**src/rtl/mdsp_pkg.sv**
```systemverilog
// ============================================================================
// mdsp_pkg
// Shared types, constants and the CRC-32/MPEG-2 byte update for the MPE
// datagram section parser.
// ============================================================================
package mdsp_pkg;

    // Field masks and header layout.
    localparam logic [7:0]  SYNTAX_MASK       = 8'h80;
    localparam logic [7:0]  LENGTH_HIGH_MASK  = 8'h0f;
    localparam logic [11:0] MIN_SECTION_LEN   = 12'd13;
    localparam logic [12:0] LENGTH_FIELD_END  = 13'd3;
    localparam logic [13:0] TRAILER_BYTES     = 14'd4;
    localparam logic [12:0] LAST_HEADER_POS   = 13'd2;
    localparam logic [31:0] CRC_POLY          = 32'h04C11DB7;
    localparam logic [31:0] CRC_INIT          = 32'hffffffff;

    // Header byte positions within a section.
    localparam logic [12:0] POS_TID        = 13'd0;
    localparam logic [12:0] POS_LEN_HIGH   = 13'd1;
    localparam logic [12:0] POS_LEN_LOW    = 13'd2;
    localparam logic [12:0] POS_MAC6       = 13'd3;
    localparam logic [12:0] POS_MAC5       = 13'd4;
    localparam logic [12:0] POS_FLAGS      = 13'd5;
    localparam logic [12:0] POS_SECTION    = 13'd6;
    localparam logic [12:0] POS_LAST_SEC   = 13'd7;
    localparam logic [12:0] POS_MAC4       = 13'd8;
    localparam logic [12:0] POS_MAC3       = 13'd9;
    localparam logic [12:0] POS_MAC2       = 13'd10;
    localparam logic [12:0] POS_MAC1       = 13'd11;

    // Configuration register byte addresses.
    localparam logic [1:0] ADDR_CTRL = 2'd0;

    typedef enum logic [1:0] {
        STATUS_CRC_GOOD     = 2'd0,
        STATUS_CRC_BAD      = 2'd1,
        STATUS_CHECKSUM     = 2'd2,
        STATUS_LENGTH_ERROR = 2'd3
    } status_t;

    typedef struct packed {
        logic        data_valid;
        logic [7:0]  data_byte;
        logic        section_done;
        logic [7:0]  section_tid;
        logic [47:0] mac_address;
        logic        snap_encap;
        logic [1:0]  payload_scrambling;
        logic [1:0]  address_scrambling;
        logic        current_next;
        logic [7:0]  section_index;
        logic [7:0]  last_section_index;
        status_t     check_status;
    } mdsp_result_t;

    // One byte of CRC-32/MPEG-2, MSB first, no reflection.
    function automatic logic [31:0] crc32_byte(input logic [31:0] crc, input logic [7:0] b);
        logic [31:0] c;
        c = crc ^ {b, 24'h000000};
        for (int i = 0; i < 8; i++) begin
            if (c[31])
            begin
                c = {c[30:0], 1'b0} ^ CRC_POLY;
            end
            else
            begin
                c = {c[30:0], 1'b0};
            end
        end
        return c;
    endfunction

endpackage

```
**src/rtl/mdsp_cfg_regs.sv**
```systemverilog
// ============================================================================
// mdsp_cfg_regs
// APB-style configuration register holding the CRC check enable.
// ============================================================================
module mdsp_cfg_regs
    import mdsp_pkg::*;
(
    input  logic        clk,
    input  logic        rst_n,
    input  logic        psel,
    input  logic        penable,
    input  logic        pwrite,
    input  logic [1:0]  paddr,
    input  logic [31:0] pwdata,
    output logic [31:0] prdata,
    output logic        pready,
    output logic        crc_check_enable
);

    logic crc_en_reg;
    logic crc_en_next;

    always_comb
    begin
        crc_en_next = crc_en_reg;
        if (psel && penable && pwrite && (paddr == ADDR_CTRL))
        begin
            crc_en_next = pwdata[0];
        end
    end

    always_ff @(posedge clk or negedge rst_n)
    begin
        if (!rst_n)
        begin
            crc_en_reg <= 1'b1;
        end
        else
        begin
            crc_en_reg <= crc_en_next;
        end
    end

    assign prdata           = (paddr == ADDR_CTRL) ? {31'd0, crc_en_reg} : 32'd0;
    assign pready           = 1'b1;
    assign crc_check_enable = crc_en_reg;

endmodule

```
**src/rtl/mdsp_parser.sv**
```systemverilog
// ============================================================================
// mdsp_parser
// Section state and per-byte decode: header capture, CRC, trailer check.
// ============================================================================
module mdsp_parser
    import mdsp_pkg::*;
(
    input  logic         clk,
    input  logic         rst_n,
    input  logic         advance,
    input  logic [7:0]   in_byte,
    input  logic         in_start,
    input  logic         crc_check_enable,
    output mdsp_result_t result
);

    logic [12:0] pos_reg,     pos_next;
    logic [11:0] len_reg,     len_next;
    logic [7:0]  tid_reg,     tid_next;
    logic        syntax_reg,  syntax_next;
    logic [5:0]  flags_reg,   flags_next;
    logic [47:0] mac_reg,     mac_next;
    logic [15:0] secnum_reg,  secnum_next;
    logic [31:0] crc_reg,     crc_next;
    logic [31:0] trailer_reg, trailer_next;
    logic        active_reg,  active_next;

    logic [12:0] pos_cur;
    logic [12:0] total;
    logic        in_body;
    logic        last_byte;
    logic [11:0] len_low;
    logic [7:0]  len_high;

    assign pos_cur   = in_start ? 13'd0 : pos_reg;
    assign total     = {1'b0, (in_start ? 12'd0 : len_reg)} + LENGTH_FIELD_END;
    assign in_body   = ({1'b0, pos_cur} + TRAILER_BYTES) < {1'b0, total};
    assign last_byte = ({1'b0, pos_cur} + 14'd1) >= {1'b0, total};
    assign len_low   = {len_reg[11:8], in_byte};
    assign len_high  = in_byte & LENGTH_HIGH_MASK;

    always_comb
    begin
        pos_next     = pos_reg;
        len_next     = len_reg;
        tid_next     = tid_reg;
        syntax_next  = syntax_reg;
        flags_next   = flags_reg;
        mac_next     = mac_reg;
        secnum_next  = secnum_reg;
        crc_next     = crc_reg;
        trailer_next = trailer_reg;
        active_next  = active_reg;
        result       = '0;

        if (advance)
        begin
            // A start flag abandons any running section.
            if (in_start)
            begin
                len_next     = 12'd0;
                tid_next     = 8'd0;
                syntax_next  = 1'b0;
                flags_next   = 6'd0;
                mac_next     = 48'd0;
                secnum_next  = 16'd0;
                crc_next     = CRC_INIT;
                trailer_next = 32'd0;
                active_next  = 1'b1;
            end

            if (in_start || active_reg)
            begin
                if ((pos_cur <= LAST_HEADER_POS) || in_body)
                begin
                    crc_next = crc32_byte(crc_next, in_byte);
                end

                case (pos_cur)
                    POS_TID: tid_next = in_byte;
                    POS_LEN_HIGH:
                    begin
                        syntax_next = |(in_byte & SYNTAX_MASK);
                        len_next    = {len_high[3:0], 8'h00};
                    end
                    POS_LEN_LOW:
                    begin
                        len_next = len_low;
                        if (len_low < MIN_SECTION_LEN)
                        begin
                            result.section_done = 1'b1;
                            result.check_status = STATUS_LENGTH_ERROR;
                            active_next         = 1'b0;
                        end
                    end
                    POS_MAC6:     mac_next[7:0]     = in_byte;
                    POS_MAC5:     mac_next[15:8]    = in_byte;
                    POS_FLAGS:    flags_next        = in_byte[5:0];
                    POS_SECTION:  secnum_next[15:8] = in_byte;
                    POS_LAST_SEC: secnum_next[7:0]  = in_byte;
                    POS_MAC4:     mac_next[23:16]   = in_byte;
                    POS_MAC3:     mac_next[31:24]   = in_byte;
                    POS_MAC2:     mac_next[39:32]   = in_byte;
                    POS_MAC1:     mac_next[47:40]   = in_byte;
                    default:
                    begin
                        if (in_body)
                        begin
                            result.data_valid = 1'b1;
                            result.data_byte  = in_byte;
                        end
                        else
                        begin
                            trailer_next = {trailer_next[23:0], in_byte};
                            if (last_byte)
                            begin
                                result.section_done = 1'b1;
                                active_next         = 1'b0;
                                if (!syntax_next)
                                begin
                                    result.check_status = STATUS_CHECKSUM;
                                end
                                else if (!crc_check_enable || (crc_next == trailer_next))
                                begin
                                    result.check_status = STATUS_CRC_GOOD;
                                end
                                else
                                begin
                                    result.check_status = STATUS_CRC_BAD;
                                end
                            end
                        end
                    end
                endcase

                pos_next = pos_cur + 13'd1;
            end
        end

        result.section_tid        = tid_next;
        result.mac_address        = mac_next;
        result.snap_encap         = flags_next[1];
        result.payload_scrambling = flags_next[5:4];
        result.address_scrambling = flags_next[3:2];
        result.current_next       = flags_next[0];
        result.section_index      = secnum_next[15:8];
        result.last_section_index = secnum_next[7:0];
    end

    always_ff @(posedge clk or negedge rst_n)
    begin
        if (!rst_n)
        begin
            pos_reg     <= 13'd0;
            len_reg     <= 12'd0;
            tid_reg     <= 8'd0;
            syntax_reg  <= 1'b0;
            flags_reg   <= 6'd0;
            mac_reg     <= 48'd0;
            secnum_reg  <= 16'd0;
            crc_reg     <= CRC_INIT;
            trailer_reg <= 32'd0;
            active_reg  <= 1'b0;
        end
        else
        begin
            pos_reg     <= pos_next;
            len_reg     <= len_next;
            tid_reg     <= tid_next;
            syntax_reg  <= syntax_next;
            flags_reg   <= flags_next;
            mac_reg     <= mac_next;
            secnum_reg  <= secnum_next;
            crc_reg     <= crc_next;
            trailer_reg <= trailer_next;
            active_reg  <= active_next;
        end
    end

endmodule

```
**src/rtl/mpe_datagram_section_parser.sv**
```systemverilog
// ============================================================================
// mpe_datagram_section_parser
// Byte-serial parser for MPE datagram sections with header unpacking,
// payload extraction and CRC-32/MPEG-2 trailer check.
// ============================================================================
//
//  Channel   | Handshake                 | Payload
//  ----------+---------------------------+--------------------------------------
//  byte in   | byte_valid / byte_stall   | section_byte, section_start
//  result    | result_valid/result_stall | data_valid .. check_status
//  config    | APB (psel, penable, ...)  | paddr, pwdata, prdata
//
// One section byte is taken per clock while byte_stall is low. A transfer
// on the byte channel lands in the input register; when that byte advances,
// the parser updates its section state and the result register together.
// The byte-wise CRC update and position compare set the combinational path.
// Reset clears all section state and sets the CRC check enable. A stalled
// result holds in the result register while one more byte is taken into
// the input register; only then does byte_stall rise.
//
module mpe_datagram_section_parser
    import mdsp_pkg::*;
(
    input  logic        clk,
    input  logic        rst_n,
    // Byte channel.
    input  logic        byte_valid,
    output logic        byte_stall,
    input  logic [7:0]  section_byte,
    input  logic        section_start,
    // Result channel.
    output logic        result_valid,
    input  logic        result_stall,
    output logic        data_valid,
    output logic [7:0]  data_byte,
    output logic        section_done,
    output logic [7:0]  section_tid,
    output logic [47:0] mac_address,
    output logic        snap_encap,
    output logic [1:0]  payload_scrambling,
    output logic [1:0]  address_scrambling,
    output logic        current_next,
    output logic [7:0]  section_index,
    output logic [7:0]  last_section_index,
    output logic [1:0]  check_status,
    // Configuration port.
    input  logic        psel,
    input  logic        penable,
    input  logic        pwrite,
    input  logic [1:0]  paddr,
    input  logic [31:0] pwdata,
    output logic [31:0] prdata,
    output logic        pready
);

    logic         crc_check_enable;

    // Input register.
    logic         in_valid_reg;
    logic         in_valid_next;
    logic [7:0]   in_byte_reg;
    logic         in_start_reg;

    // Result register.
    logic         out_valid_reg;
    logic         out_valid_next;
    mdsp_result_t out_result_reg;
    mdsp_result_t parse_result;

    logic         byte_take;
    logic         advance;

    mdsp_cfg_regs u_cfg_regs (
        .clk              (clk),
        .rst_n            (rst_n),
        .psel             (psel),
        .penable          (penable),
        .pwrite           (pwrite),
        .paddr            (paddr),
        .pwdata           (pwdata),
        .prdata           (prdata),
        .pready           (pready),
        .crc_check_enable (crc_check_enable)
    );

    // The held byte moves on whenever the result register is free or being drained.
    assign advance    = in_valid_reg && (!out_valid_reg || !result_stall);
    assign byte_stall = in_valid_reg && !advance;
    assign byte_take  = byte_valid && !byte_stall;

    mdsp_parser u_parser (
        .clk              (clk),
        .rst_n            (rst_n),
        .advance          (advance),
        .in_byte          (in_byte_reg),
        .in_start         (in_start_reg),
        .crc_check_enable (crc_check_enable),
        .result           (parse_result)
    );

    always_comb
    begin
        in_valid_next = in_valid_reg;
        if (byte_take)
        begin
            in_valid_next = 1'b1;
        end
        else if (advance)
        begin
            in_valid_next = 1'b0;
        end

        out_valid_next = out_valid_reg;
        if (advance)
        begin
            out_valid_next = 1'b1;
        end
        else if (out_valid_reg && !result_stall)
        begin
            out_valid_next = 1'b0;
        end
    end

    always_ff @(posedge clk or negedge rst_n)
    begin
        if (!rst_n)
        begin
            in_valid_reg  <= 1'b0;
            out_valid_reg <= 1'b0;
        end
        else
        begin
            in_valid_reg  <= in_valid_next;
            out_valid_reg <= out_valid_next;
        end
    end

    // Payload registers carry no reset.
    always_ff @(posedge clk)
    begin
        if (byte_take)
        begin
            in_byte_reg  <= section_byte;
            in_start_reg <= section_start;
        end
        if (advance)
        begin
            out_result_reg <= parse_result;
        end
    end

    assign result_valid       = out_valid_reg;
    assign data_valid         = out_result_reg.data_valid;
    assign data_byte          = out_result_reg.data_byte;
    assign section_done       = out_result_reg.section_done;
    assign section_tid        = out_result_reg.section_tid;
    assign mac_address        = out_result_reg.mac_address;
    assign snap_encap         = out_result_reg.snap_encap;
    assign payload_scrambling = out_result_reg.payload_scrambling;
    assign address_scrambling = out_result_reg.address_scrambling;
    assign current_next       = out_result_reg.current_next;
    assign section_index      = out_result_reg.section_index;
    assign last_section_index = out_result_reg.last_section_index;
    assign check_status       = out_result_reg.check_status;

endmodule

```
**config.mk**
```make
export PLATFORM = sky130hd
export DESIGN_NAME = mpe_datagram_section_parser
export DESIGN_NICKNAME = d
export VERILOG_FILES = /design/src/rtl/mdsp_pkg.sv /design/src/rtl/mdsp_cfg_regs.sv /design/src/rtl/mdsp_parser.sv /design/src/rtl/mpe_datagram_section_parser.sv
export SDC_FILE = /design/constraint.sdc
export NUM_CORES = 1
export LEC_CHECK = 0
export CORE_UTILIZATION = 55
export CTS_BUF_LIST = sky130_fd_sc_hd__clkbuf_4 sky130_fd_sc_hd__clkbuf_8
export DETAILED_ROUTE_END_ITERATION = 6
export DONT_BUFFER_PORTS = 1
export GPL_ROUTABILITY_DRIVEN = 0
export PLACE_DENSITY = 0.73
export SYNTH_ARGS = -nofsm -noshare
export SYNTH_HDL_FRONTEND = slang
export SYNTH_SLANG_ARGS = --single-unit
```
**constraint.sdc**
```tcl
create_clock -name clk -period 10.4 [get_ports clk]
set_input_delay 1.04 -clock clk [delete_from_list [all_inputs] [get_ports clk]]
set_output_delay 1.04 -clock clk [all_outputs]
set_load 0.1 [all_outputs]
```
==> run summary <==
=======================================================================================
Multi-input combinational cell area ......................................  0.00611 mm2
Post-Synthesis Cells .....................................................         1248
Async SR Flop Fraction ...................................................        0.624
Yosys cell types .........................................................           83
Standard cell area after detailed placement ..............................   0.0139 mm2
Clock-pin transition on the worst setup and hold timing paths ............      0.07 ns
Final hold viol count ....................................................            0
Startpoint Class .........................................................     register
# IOs ....................................................................          175
Worst-case clock skew ....................................................    0.0260 ns
Largest buffer count on any clock path ...................................            3
Overall routing resource usage ...........................................        0.264
Max H-tree Level .........................................................            2
Number of I/O port buffers ...............................................            0
Crit path time final .....................................................      5.85 ns
Leakage ..................................................................      6.13 nW
Dominant cell type by area after synthesis ............................... sky130_fd_sc_hd__dfrtp_1
Wire length after detailed routing .......................................     34300 um
Type of the setup path with the least slack ..............................   reg -> reg
Max_slew headroom ........................................................        0.252
Number of inserted diodes ................................................            0
Cts-stage hold buffer count ..............................................            0
Mean cell area of the mapped netlist .....................................     11.1 um2
Total power density per cell area ........................................   320 mW/mm2
Remaining Overflow, GRT ..................................................            0
Die width ................................................................       160 um
F_max ....................................................................    0.171 GHz
Total via count after detailed routing ...................................         9970
Count of cell instances traversed by the critical path ...................           18
Final count of pins violating max slew ...................................            0
Die height ...............................................................       160 um
Vias in the first global route ...........................................         9315
Total of warnings raised by yosys ........................................            0
Biggest fanout along the worst timing path ...............................           68
Delay of the slowest cell on the worst path ..............................      0.69 ns
Critical Path Slowest Stage Cell ......................................... sky130_fd_sc_hd__buf_4
Startpoint of the most critical setup path ............................... in_start_reg
CTS Sinks ................................................................          263
Postcts setup bufs .......................................................            0
Ordered cell list for the critical path .................................. buf_4, buf_4, nor2b_1, and3_1, nand3_1, xnor2_1, ha_1, nand3_1, a211oi_1, a21boi_0, o211ai_2, a31oi_4, buf_4, mux2_2, a211oi_1, or4_1, nor4_2, a311oi_1
Final setup vio count ....................................................            0
Core area ................................................................   0.0245 mm2
# fillers ................................................................         1930
Number of maximum-capacitance constraint violations ......................            0
Flip-flop and latch count after synthesis ................................          263
Fin nets .................................................................         1319
Post-route ant nets ......................................................            0
Most common library cell in the layout ignoring fill and taps ............ sky130_fd_sc_hd__dfrtp_1
Launch instance of the worst register-to-register path ................... in_start_reg
Worst reg2reg path depth .................................................           18
Area of the die ..........................................................   0.0257 mm2
Top post-synthesis cells by area ......................................... sky130_fd_sc_hd__dfrtp_1, sky130_fd_sc_hd__edfxtp_1, sky130_fd_sc_hd__dfstp_2
Vias per cell ............................................................         6.25
Number of buffers created by CTS .........................................           45
CP delay by family, top .................................................. buffers and inverters
PostCTS Resize Cnt .......................................................            0
Crit. End Element ........................................................     register
Register-to-register setup slack .........................................      4.55 ns
Sequential-to-total area share from yosys stat ...........................        0.516
Hold Path Class ..........................................................  in -> async
Most frequent CP cell .................................................... sky130_fd_sc_hd__buf_4
Most used flip-flop cell after synthesis ................................. sky130_fd_sc_hd__dfrtp_1
First-pass GRT wire length ...............................................     52700 um
Initial core utilization .................................................        0.564
Footprint of the flip-flops and latches ..................................  0.00712 mm2
Number of violations reported at the end of detailed-routing iteration 0 .         1063
Endpoint of the most critical setup path ................................. check_status[0]
Worst Max-Slew Pin Slew ..................................................      1.12 ns
Peak supply drop .........................................................     0.133 mV
Proportion of netlist area held by the largest area contributor ..........        0.238
Root Driver .............................................................. sky130_fd_sc_hd__clkbuf_8
Result of the run ........................................................ finished, final reports clean
Most frequent cells in the layout ........................................ sky130_fd_sc_hd__dfrtp_1, sky130_fd_sc_hd__nor2_1, sky130_fd_sc_hd__edfxtp_1
Number of placement rows .................................................           57
Clock tree from TritonCTS ................................................        built
Required time worst endpoint .............................................     10.68 ns
Half-perimeter wire length after placement ...............................     21700 um
Syn Std Cell Area ........................................................   0.0138 mm2
WP buf/inv ...............................................................            3
Setup total negative slack ...............................................         0 ns
Layout-stage area growth over the synthesis result .......................        8.27%
Average detailed-routed wire length per instance .........................      21.5 um
First drt pass iteration count ...........................................            5
Setup repair after global routing missed its margin ......................           no
Antenna violations before repair .........................................            0
Data arrival at the endpoint of the critical path ........................      6.13 ns
Post-synth EDFFs .........................................................           99
Number of design rule violations left after detail routing ...............            0
Share of the cycle needed by the critical path after routing .............        0.563
Maximum number of pins on one net before global-route repair .............          165
Total power after layout .................................................    0.00478 W
Worst skew pair latency ..................................................      0.57 ns
Worst reg2reg endpoint ................................................... check_status[0]
Summed area of non-filler cells in the final layout ......................   0.0149 mm2
Layout cells sized above 1 ...............................................        0.138
=======================================================================================
cell usage after synthesis (33+ instances only):
| cell | n |
|---|---|
| sky130_fd_sc_hd__dfrtp_1 | 131 |
| sky130_fd_sc_hd__nor2_1 | 103 |
| sky130_fd_sc_hd__edfxtp_1 | 99 |
| sky130_fd_sc_hd__a22o_1 | 98 |
| sky130_fd_sc_hd__nand2_1 | 93 |
| sky130_fd_sc_hd__xnor2_1 | 76 |
| sky130_fd_sc_hd__clkbuf_1 | 49 |
| sky130_fd_sc_hd__o21ai_0 | 45 |
| sky130_fd_sc_hd__xor2_1 | 37 |
| sky130_fd_sc_hd__buf_4 | 35 |
| sky130_fd_sc_hd__dfstp_2 | 33 |
worst min-delay path by stage:
stage | to | slack, ns | cells past startpoint
after global routing | u_parser.trailer_reg[18] | 0.14 | 0
after CTS | u_parser.trailer_reg[16] | 0.14 | 0
after global placement | result_valid | 0.47 | 1
final | u_parser.trailer_reg[16] | 0.16 | 0
after detailed placement | u_parser.mac_reg[5] | 0.48 | 1
after floorplan | result_valid | 0.46 | 1
through the flow:
stage / hold slack (ns) / setup slack (ns) / util / cells
after global placement: 0.475 / 4.58 / 0.568 / 1514
after floorplan: 0.457 / 4.76 / - / 1278
after global routing: 0.142 / 4.16 / 0.611 / 1596
final: 0.160 / 4.55 / 0.611 / 1596
after detailed placement: 0.482 / 4.60 / 0.568 / 1514
after CTS: 0.140 / 4.61 / 0.611 / 1596
where the power goes:
group	switching (W)	internal [W]
Clock	0.000440	0.000639
Combinational	0.00106	0.000772
Sequential	0.000527	0.00134
Total	0.00203	0.00275
final cells by class:
cell class / instances / share of cell area
well taps: 324 / 0.0271
flip-flops and latches: 263 / 0.476
clock buffers: 62 / 0.0521
repair buffers: 19 / 0.00955
inverters: 32 / 0.00821
multi-input cells: 876 / 0.409
clock inverters: 20 / 0.0177
kinds of logic after synthesis:
family | Yosys count | share of synthesized area
AO/OA/AOI/OAI | 318 | 0.171
XOR/XNOR | 127 | 0.0929
adder cells (fa/ha/maj) | 32 | 0.0290
buffers and inverters | 139 | 0.0506
flip-flops | 263 | 0.516
multiplexers | 27 | 0.0223
other | 2 | 0.000544
AND/OR/NAND/NOR | 340 | 0.117
routing by layer:
metal  part of all wire  up-vias  track usage
li1                   -     4491            -
met1               0.45     4877        0.386
met2               0.43      519        0.382
met3              0.092       83       0.0602
met4              0.031        0        0.102
met5                  0        -            0
No activity file was read; power rests on OpenSTA's default activity.
